$ cat src/design/tcpe_pkg.sv
`default_nettype none

package tcpe_pkg;

    localparam logic [7:0] TN_IAC      = 8'd255;
    localparam logic [7:0] TN_WILL     = 8'd251;
    localparam logic [7:0] TN_DO       = 8'd253;
    localparam logic [7:0] TN_SB       = 8'd250;
    localparam logic [7:0] TN_SE       = 8'd240;
    localparam logic [7:0] TN_COM_PORT = 8'd44;
    localparam logic [7:0] CODE_BASE   = 8'd100;
    localparam logic [7:0] CODE_LAST   = CODE_BASE + 8'd5;

    localparam logic [3:0] COUNT_MAX   = 4'd15;
    localparam logic [3:0] COUNT_VAL0  = 4'd2;
    localparam logic [3:0] COUNT_VALN  = 4'd5;
    localparam logic [3:0] COUNT_MIN   = 4'd3;
    localparam logic [3:0] COUNT_BAUD  = 4'd6;

    typedef enum logic [2:0] {
        MODE_NORMAL = 3'd0,
        MODE_IAC    = 3'd1,
        MODE_SKIP   = 3'd2,
        MODE_SUB    = 3'd3
    } mode_t;

    typedef enum logic [2:0] {
        KIND_DATA     = 3'd0,
        KIND_BAUD     = 3'd1,
        KIND_DATASIZE = 3'd2,
        KIND_PARITY   = 3'd3,
        KIND_STOPSIZE = 3'd4,
        KIND_CONTROL  = 3'd5
    } kind_t;

    typedef struct packed {
        logic [3:0]  count;
        logic [7:0]  option;
        logic [7:0]  code;
        logic [31:0] value;
    } sub_t;

    typedef struct packed {
        logic        valid;
        logic [2:0]  kind;
        logic [7:0]  data_byte;
        logic [31:0] setting_value;
    } result_t;

    localparam sub_t SUB_CLEAR = '{count: 4'd0, option: 8'd0, code: 8'd0, value: 32'd0};

    function automatic sub_t sub_store(sub_t s, logic [7:0] b);
        sub_t n;
        n = s;
        if (s.count == 4'd0)
        begin
            n.option = b;
        end
        else if (s.count == 4'd1)
        begin
            n.code = b;
        end
        else if (s.count <= COUNT_VALN)
        begin
            n.value = {s.value[23:0], b};
        end
        if (s.count < COUNT_MAX)
        begin
            n.count = s.count + 4'd1;
        end
        return n;
    endfunction

    function automatic result_t sub_finish(sub_t s, logic enable);
        result_t    r;
        logic [3:0] nvals;
        logic [2:0] setting;
        r = '0;
        nvals = s.count - COUNT_VAL0;
        if (nvals > 4'd4)
        begin
            nvals = 4'd4;
        end
        setting = 3'(s.code - CODE_BASE);
        if (enable && s.option == TN_COM_PORT && s.count >= COUNT_MIN
            && s.code > CODE_BASE && s.code <= CODE_LAST)
        begin
            if (setting == KIND_BAUD)
            begin
                if (s.count >= COUNT_BAUD)
                begin
                    r.valid = 1'b1;
                    r.kind = KIND_BAUD;
                    r.setting_value = s.value;
                end
            end
            else
            begin
                r.valid = 1'b1;
                r.kind = setting;
                case (nvals)
                    4'd1:    r.setting_value = {24'd0, s.value[7:0]};
                    4'd2:    r.setting_value = {24'd0, s.value[15:8]};
                    4'd3:    r.setting_value = {24'd0, s.value[23:16]};
                    default: r.setting_value = {24'd0, s.value[31:24]};
                endcase
            end
        end
        return r;
    endfunction

endpackage

`default_nettype wire

$ cat src/design/tcpe_parser.sv
`default_nettype none

module tcpe_parser (
    input  wire logic              clk,
    input  wire logic              rst_n,
    input  wire logic              accept,
    input  wire logic [7:0]        rx_byte,
    input  wire logic              decode_enable,
    output tcpe_pkg::result_t      result
);
    import tcpe_pkg::*;

    mode_t mode_reg, mode_next;
    logic  saw_iac_reg, saw_iac_next;
    sub_t  sub_reg, sub_next;

    always_ff @(posedge clk or negedge rst_n)
    begin
        if (!rst_n)
        begin
            mode_reg    <= MODE_NORMAL;
            saw_iac_reg <= 1'b0;
            sub_reg     <= SUB_CLEAR;
        end
        else if (accept)
        begin
            mode_reg    <= mode_next;
            saw_iac_reg <= saw_iac_next;
            sub_reg     <= sub_next;
        end
    end

    always_comb
    begin
        mode_next    = mode_reg;
        saw_iac_next = saw_iac_reg;
        sub_next     = sub_reg;
        result       = '0;
        unique case (mode_reg)
            MODE_IAC:
            begin
                if (rx_byte == TN_IAC)
                begin
                    mode_next        = MODE_NORMAL;
                    result.valid     = 1'b1;
                    result.kind      = KIND_DATA;
                    result.data_byte = rx_byte;
                end
                else if (rx_byte == TN_WILL || rx_byte == TN_DO)
                begin
                    mode_next = MODE_SKIP;
                end
                else if (rx_byte == TN_SB)
                begin
                    mode_next    = MODE_SUB;
                    saw_iac_next = 1'b0;
                    sub_next     = SUB_CLEAR;
                end
                else
                begin
                    mode_next = MODE_NORMAL;
                end
            end
            MODE_SKIP:
            begin
                mode_next = MODE_NORMAL;
            end
            MODE_SUB:
            begin
                if (saw_iac_reg)
                begin
                    if (rx_byte == TN_SE)
                    begin
                        saw_iac_next = 1'b0;
                        mode_next    = MODE_NORMAL;
                        result       = sub_finish(sub_reg, decode_enable);
                    end
                    else if (rx_byte == TN_IAC)
                    begin
                        // lone IAC kept as payload, this one may still open IAC SE
                        sub_next = sub_store(sub_reg, TN_IAC);
                    end
                    else
                    begin
                        saw_iac_next = 1'b0;
                        sub_next     = sub_store(sub_store(sub_reg, TN_IAC), rx_byte);
                    end
                end
                else if (rx_byte == TN_IAC)
                begin
                    saw_iac_next = 1'b1;
                end
                else
                begin
                    sub_next = sub_store(sub_reg, rx_byte);
                end
            end
            default:
            begin
                if (rx_byte == TN_IAC)
                begin
                    mode_next = MODE_IAC;
                end
                else
                begin
                    mode_next        = MODE_NORMAL;
                    result.valid     = 1'b1;
                    result.kind      = KIND_DATA;
                    result.data_byte = rx_byte;
                end
            end
        endcase
    end

endmodule

`default_nettype wire

$ cat src/design/telnet_com_port_escape_parser_top.sv
`default_nettype none

// channel  | direction | handshake            | payload
// cfg      | in        | cfg_valid/cfg_ready  | cfg_decode_enable
// in       | in        | in_valid/in_ready    | rx_byte
// out      | out       | out_valid/out_ready  | kind, data_byte, setting_value
//
// One byte per cycle while in_ready is high; a result is registered in the output or skid stage.
// The output register is backed by a skid stage: in_ready drops only while the
// skid stage holds a request, i.e. after two results stall at the output.
// cfg_ready is always high; decode_enable resets to 1.
// Reset (rst_n low, asynchronous) returns the parser to normal data mode.

module telnet_com_port_escape_parser_top (
    input  wire logic        clk,
    input  wire logic        rst_n,
    input  wire logic        cfg_valid,
    output logic             cfg_ready,
    input  wire logic        cfg_decode_enable,
    input  wire logic        in_valid,
    output logic             in_ready,
    input  wire logic [7:0]  rx_byte,
    output logic             out_valid,
    input  wire logic        out_ready,
    output logic [2:0]       kind,
    output logic [7:0]       data_byte,
    output logic [31:0]      setting_value
);
    import tcpe_pkg::*;

    logic    decode_enable_reg;
    logic    accept;
    logic    pop;
    result_t res;
    result_t out_reg;
    result_t skid_reg;
    logic    out_valid_reg;
    logic    skid_valid_reg;

    assign cfg_ready = 1'b1;
    assign in_ready  = !skid_valid_reg;
    assign accept    = in_valid && in_ready;
    assign pop       = out_valid_reg && out_ready;

    always_ff @(posedge clk or negedge rst_n)
    begin
        if (!rst_n)
        begin
            decode_enable_reg <= 1'b1;
        end
        else if (cfg_valid)
        begin
            decode_enable_reg <= cfg_decode_enable;
        end
    end

    tcpe_parser u_parser (
        .clk           (clk),
        .rst_n         (rst_n),
        .accept        (accept),
        .rx_byte       (rx_byte),
        .decode_enable (decode_enable_reg),
        .result        (res)
    );

    always_ff @(posedge clk or negedge rst_n)
    begin
        if (!rst_n)
        begin
            out_valid_reg  <= 1'b0;
            skid_valid_reg <= 1'b0;
        end
        else if (skid_valid_reg)
        begin
            if (pop)
            begin
                skid_valid_reg <= 1'b0;
            end
        end
        else if (accept && res.valid)
        begin
            if (out_valid_reg && !pop)
            begin
                skid_valid_reg <= 1'b1;
            end
            else
            begin
                out_valid_reg <= 1'b1;
            end
        end
        else if (pop)
        begin
            out_valid_reg <= 1'b0;
        end
    end

    always_ff @(posedge clk)
    begin
        if (skid_valid_reg)
        begin
            if (pop)
            begin
                out_reg <= skid_reg;
            end
        end
        else if (accept && res.valid)
        begin
            if (out_valid_reg && !pop)
            begin
                skid_reg <= res;
            end
            else
            begin
                out_reg <= res;
            end
        end
    end

    assign out_valid     = out_valid_reg;
    assign kind          = out_reg.kind;
    assign data_byte     = out_reg.data_byte;
    assign setting_value = out_reg.setting_value;

    a_skid_needs_out: assert property (@(posedge clk) disable iff (!rst_n)
        skid_valid_reg |-> out_valid_reg)
        else $error("skid stage full with output register empty");

    a_data_no_value: assert property (@(posedge clk) disable iff (!rst_n)
        (out_valid && kind == KIND_DATA) |-> (setting_value == 32'd0))
        else $error("data request carries a setting value");

    a_setting_no_data: assert property (@(posedge clk) disable iff (!rst_n)
        (out_valid && kind != KIND_DATA) |-> (data_byte == 8'd0 && kind <= KIND_CONTROL))
        else $error("malformed setting request");

    a_skid_drains: assert property (@(posedge clk) disable iff (!rst_n)
        (skid_valid_reg && out_ready) |=> !skid_valid_reg && out_valid_reg)
        else $error("skid stage failed to drain");

endmodule

`default_nettype wire
$ cat config.mk
export PLATFORM = sky130hd
export DESIGN_NAME = telnet_com_port_escape_parser_top
export DESIGN_NICKNAME = d
export VERILOG_FILES = /design/src/design/tcpe_pkg.sv /design/src/design/tcpe_parser.sv /design/src/design/telnet_com_port_escape_parser_top.sv
export SDC_FILE = /design/constraint.sdc
export NUM_CORES = 1
export LEC_CHECK = 0
export ABC_AREA = 0
export BUFFER_PORTS_ARGS = -buffer_cell sky130_fd_sc_hd__clkbuf_2
export CAP_MARGIN = 20
export CORE_MARGIN = 2
export CORE_UTILIZATION = 45
export CTS_BUF_LIST = sky130_fd_sc_hd__clkbuf_4
export DETAILED_ROUTE_END_ITERATION = 6
export PLACE_DENSITY = 0.69
export REMOVE_ABC_BUFFERS = 1
export SLEW_MARGIN = 5
export SYNTH_ARGS = -nofsm -noshare
export SYNTH_HDL_FRONTEND = slang
export SYNTH_SLANG_ARGS = --single-unit
$ cat constraint.sdc
create_clock -name clk -period 4.6 [get_ports clk]
set_input_delay 0.23 -clock clk [delete_from_list [all_inputs] [get_ports clk]]
set_output_delay 0.23 -clock clk [all_outputs]
set_load 0.01 [all_outputs]
==> flow_summary.toml, run 1 <==
[final_layout]
drive_above_1_share = 0.2196
largest_register_ff_count = 52
layout_commonest_cell = "edfxtp_1"
fillerInstances = 1433
ff_latch_area_sq_um = 4035
most-common-layout-cells = "edfxtp_1, a21oi_1, nand2_1"
final_cell_area_sq_um = 8312
nNetsFinal = 766
fin_cells = 973
synthToLayoutAreaGrowth_pct = 12.04
multi_input_area_sq_um = 3114

[hold_path]
min_from = "rx_byte[6]"
hold_path.class = "in2reg"

[worst_setup_path]
slowest_stage = "dfrtp_1"
r2r_slack_ns = 0.54
crit_path_start = "u_parser.sub_reg[49]"
crit_type = "reg2reg"
crit_chain = "ha_1 > nor3_1 > or4_1 > nor4_4 > o21ai_1 > a221o_1 > nor3b_4 > buf_12"
crit_fanout = 32
end_kind = "flop"
max_stage_delay_ns = 0.67
start_kind = "flop"
cp.arrival_ns = 4.30
worst_ep_required_time_ns = 4.84
critPathTopFamily = "simple AND/OR/NAND/NOR gates"
timing.rr.start = "u_parser.sub_reg[49]"
worst-path-buf-inv = 1

[cts]
cts_tree = "yes"
worstSkewPairLatency_ns = 0.55
h-tree-depth = 4
cts_root_buf = "clkbuf_4"
cts.path.max_buffers = 2
path_clk_slew_ns = 0.12
numCtsBuffers = 17
cts_sinks = 144
post_cts_buffers = 0

[floorplan]
ios = 60
fp.dieArea_sq_um = 17530
die_width_microns = 132.4
core_sq_um = 16000
rows = 46
die_h_microns = 132.4
start_util = 0.4636

[routing]
wl_mm = 17.94
dr_total_vias = 5818
drc = 0
drtPass1Iterations = 5
ant_nets = 0
drt-initial-drc-count = 539
routedWlPerCell_microns = 18.44
vias_per_cell = 5.979

[synthesis]
synth_top_flop_cell = "edfxtp_1"
syn_avg_cell_area_sq_um = 10.85
synth_xor_area_frac = 0.004723
synth-edff-count = 86
synthAdderAreaFrac = 0.01518
synth_warnings = 0
synth-seq-cells = 144
async_flop_share = 0.4028
yosys.area_share.simple = 0.1405
synth_compound_area_frac = 0.1860
synthMuxAreaShare = 0.07084
synth_top_family_by_area = "compound AO/OA/AOI/OAI gates"
ys_types = 58
ys_seq_area_frac = 0.5439
syn_area_sq_um = 7418
synthesis.instances = 684

[timing]
final.setup_skew_ns = 0.02383
maxSlewViolCount = 0
hold_viol = 0
fmax_ghz = 0.2466
slew_headroom = 0.3622
finalSetupViolations = 0
fin_crit_ns = 4.055
period_share = 0.8816
rsz0062_at_grt = "false"
tightest_slew_ns = 0.9503

[placed_design]
dp_hpwl_mm = 11.82
dpl.cell_count = 935
placed_area_sq_um = 7978
gp_congestion = 0.9148
io_buffer_count = 58

[job]
cap_violations = 0

[global_route]
grt_first_pass_wirelength_mm = 29.63
antenna_found_initial = 1
grt_pass1_vias = 5694
track_usage = 0.2111
grt_max_degree = 59
grt_overflow = 0

[status]
status = "finished clean"

[pwr]
ir_drop_uv = 172.5
power.density_nw_per_um2 = 370.6
power.leakage_nw = 3.177
==> worst reg2reg max path, delay by kind of cell, from the launching register on <==
kind            cells  cell delay, ns
compound gates      2            0.92
simple gates        4            1.45
fa+ha+maj           1            0.41
flops               1            0.67
buf+inv             1            0.29
==> synth_stat cells (4+ instances only) <==
master,count,area (sq um)
o221ai_1,16,140.1
ha_1,9,112.6
edfxtp_1,86,2582
o21ai_0,27,135.1
a22o_1,13,113.9
mux2_2,44,495.5
dfrtp_1,57,1426
nor3_1,16,80.08
a21o_1,4,30.03
and2_1,26,162.7
buf_2,5,25.02
o22ai_1,18,112.6
a21oi_1,69,345.3
nand3_1,6,30.03
or3_1,17,106.4
a22oi_1,18,135.1
a32o_1,8,80.08
a211oi_1,9,67.56
nor2_1,38,142.6
o2bb2ai_1,8,70.07
xnor2_1,4,35.03
inv_1,27,101.4
nand2_1,61,229.0
nand4_1,10,62.56
clkbuf_1,32,120.1
==> metal layers <==
metal	global-route usage	wire length [microns]	vias to the layer above
met5	0	0	-
met3	0.03922	1026	35
met1	0.2844	7944	2847
met4	0.1004	450	0
met2	0.3310	8523	221
li1	-	-	2715
==> where the power goes <==
part           switching (mW)  leakage [nW]  internal (mW)
clock network           0.468         0.143          0.335
registers              0.0553          1.54           1.62
logic                   0.352          1.49          0.253
==> area by class of cell <==
cell class,instances,area share
diodes,1,0.0003011
inverters,28,0.01264
repair buffers,83,0.06051
multi-input cells,469,0.3747
flip-flops and latches,144,0.4855
well taps,216,0.03252
clock buffers,19,0.01716
clock inverters,13,0.01671
==> what timing repair did <==
| item | 4_1_cts | 5_1_grt |
|---|---|---|
| hold buffers | 5 | 0 |
| endpoints found under the hold margin | 60 | 0 |
| resized for setup | 0 | 0 |
==> kinds of logic (layout without fill, tap and decap cells) <==
kind of cell,count (synthesis),in the layout
compound gates,208,208
flops,144,144
fa+ha+maj,9,9
buf+inv,71,143
other cells,1,2
xor+xnor,4,4
mux,47,47
simple gates,200,200
==> final timing paths <==
kind                                        end  depth (start not counted)
max                                skid_reg[23]                          8
min                        u_parser.sub_reg[46]                          3
max reg2reg                        skid_reg[23]                          8
min reg2reg                   setting_value[13]                          1
max in group asynchronous  u_parser.sub_reg[17]                          3
min in group asynchronous  u_parser.sub_reg[41]                          3
==> through the flow <==
| step | hold slack (ns) | setup TNS (ns) | worst slack, ns | utilization | power [mW] |
|---|---|---|---|---|---|
| floorplan | -0.06559 | -24.06 | -0.4997 | - | 2.071 |
| global placement | 0.4341 | 0 | 0.8085 | 0.4986 | 2.289 |
| detailed placement | 0.4423 | 0 | 0.5984 | 0.4986 | 2.323 |
| CTS | 0.04361 | 0 | 0.5766 | 0.5193 | 3.127 |
| global route | 0.07696 | 0 | 0.2776 | 0.5195 | 3.238 |
| finish | 0.08477 | 0 | 0.5446 | 0.5195 | 3.081 |
Power figures use the tool's default switching activity.
==> inputs of run 2 (changes only) <==
Settings changed: GPL_TIMING_DRIVEN set to 0.
==> run 2 against run 1 <==
Against the previous run:
- the run now ends with design-rule violations left
- largest power group unchanged
- setup slack worse by 0.31 ns
- first-iteration DRC count decreased by 9.6%
- power shrank 2.4%
- die area stayed put
- critical endpoint is now skid_reg[9]
- utilization decreased by 0.48 points
- cell count is 0.92% lower
==> flow_summary.toml, run 2 (synthesized netlist as in run 1, its figures left out) <==
[cts]
cts_tree = "yes"
cts.path.max_buffers = 2
cts_root_buf = "clkbuf_4"
h-tree-depth = 4
cts_sinks = 144
path_clk_slew_ns = 0.11
worstSkewPairLatency_ns = 0.57
numCtsBuffers = 17

[placed_design]
dp_hpwl_mm = 11.26
io_buffer_count = 58
dpl.cell_count = 923
placed_area_sq_um = 7920
gp_congestion = 0.8456
preCtsSetupSlack_ns = -0.04504

[worst_setup_path]
worstRegToRegCells = 10
cp.arrival_ns = 4.62
end_kind = "flop"
start_kind = "flop"
crit_type = "reg2reg"
worst_ep_required_time_ns = 4.86
crit_fanout = 25

[routing]
vias_per_cell = 6.018
dr_total_vias = 5801
drc = 3
drt-initial-drc-count = 487
wl_mm = 17.41
ant_nets = 0
routedWlPerCell_microns = 18.06
drtPass1Iterations = 7

[global_route]
grt_first_pass_wirelength_mm = 28.55
antenna_found_initial = 1
grt_max_degree = 59
grt_pass1_vias = 5635
grt_overflow = 0
track_usage = 0.2028

[final_layout]
fillerInstances = 1443
fin_cells = 964
layout_commonest_cell = "edfxtp_1"
synthToLayoutAreaGrowth_pct = 11.00
drive_above_1_share = 0.2129
ff_latch_area_sq_um = 4038
nNetsFinal = 757
most-common-layout-cells = "edfxtp_1, a21oi_1, nand2_1"
final_cell_area_sq_um = 8234
largest_register_ff_count = 52
multi_input_area_sq_um = 3122

[timing]
fmax_ghz = 0.2291
period_share = 0.9490
finalSetupViolations = 0
hold_ws_ns = 0.1084
fin_crit_ns = 4.365
maxSlewViolCount = 0
hold_viol = 0
slew_headroom = 0.2745
tightest_slew_ns = 1.079
setup_ws_ns = 0.2345
rsz0062_at_grt = "false"
final.setup_skew_ns = 0.02212

[floorplan]
fp.dieArea_sq_um = 17530
core_sq_um = 16000
ios = 60
die_h_microns = 132.4
rows = 46
die_width_microns = 132.4
start_util = 0.4636

[hold_path]
hold_path.class = "in2reg"
holdPathStages = 3

[status]
status = "finished with violations"
violations = "design-rule violations"

[pwr]
power_mw = 3.007
power.density_nw_per_um2 = 365.2
ir_drop_uv = 146.4
power.leakage_nw = 3.132

[job]
cap_violations = 0
run 2: cell count changes in the layout (fill, tap and decap cells not counted), sizes merged:
cell      previous run  this run
clkinvlp             4         1
clkinv               5        12
inv                 30        28
buf                 20        11
bufinv               2         1
clkbuf              77        76
run 2: layer usage:
metal,global-route usage,wire length [microns],vias to the layer above
li1,-,-,2691
met1,0.2701,7510,2844
met2,0.3241,8413,240
met3,0.04498,1194,26
met4,0.07885,293,0
met5,0,0,-
run 2: final timing paths:
| path | start | end | slack [ns] |
|---|---|---|---|
| worst min register to register | skid_reg[16] | setting_value[16] | 0.54 |
| worst min-delay path | rx_byte[7] | u_parser.sub_reg[39] | 0.11 |
| worst max register to register | u_parser.sub_reg[48] | skid_reg[9] | 0.23 |
| min in group asynchronous | rst_n | u_parser.sub_reg[11] | 0.32 |
| max in group asynchronous | rst_n | u_parser.saw_iac_reg | 3.67 |
| worst max-delay path | u_parser.sub_reg[48] | skid_reg[9] | 0.23 |
run 2: area by class of cell:
class,instances,area share
clock inverter,14,0.01231
antenna,1,0.0003039
tap,216,0.03282
multi-input combinational,469,0.3791
clock buffer,18,0.01641
timing repair buffer,74,0.05592
inverter,28,0.01276
sequential,144,0.4904
run 2: power by group:
group          leakage (nW)  switching [mW]  internal [mW]
clock                 0.137           0.452          0.262
combinational          1.45           0.352          0.271
sequential             1.54          0.0549           1.62
run 2: timing repair:
action	4_1_cts	5_1_grt
gates cloned	0	0
buffers inserted	0	1
endpoints found under the setup margin	38	38
endpoints found under the hold margin	61	0
hold buffers	5	0
resized for setup	1	1
pin swaps	0	1
run 2: worst max-delay path: stages (launching register included):
cell,delay (ns)
dfrtp_2,0.70
ha_1,0.39
nor3_1,0.08
or4_1,0.48
nor4_4,0.32
o21ai_1,0.31
buf_4,0.28
a221o_1,0.41
nor3b_4,0.63
buf_8,0.25
buf_8,0.20
run 2: metrics by stage:
stage | TNS [ns] | utilization
global placement | -175.43 | 0.4875
global route | 0 | 0.5146
CTS | 0 | 0.5130
detailed placement | -1.440 | 0.4950
finish | 0 | 0.5146
floorplan | -24.06 | -
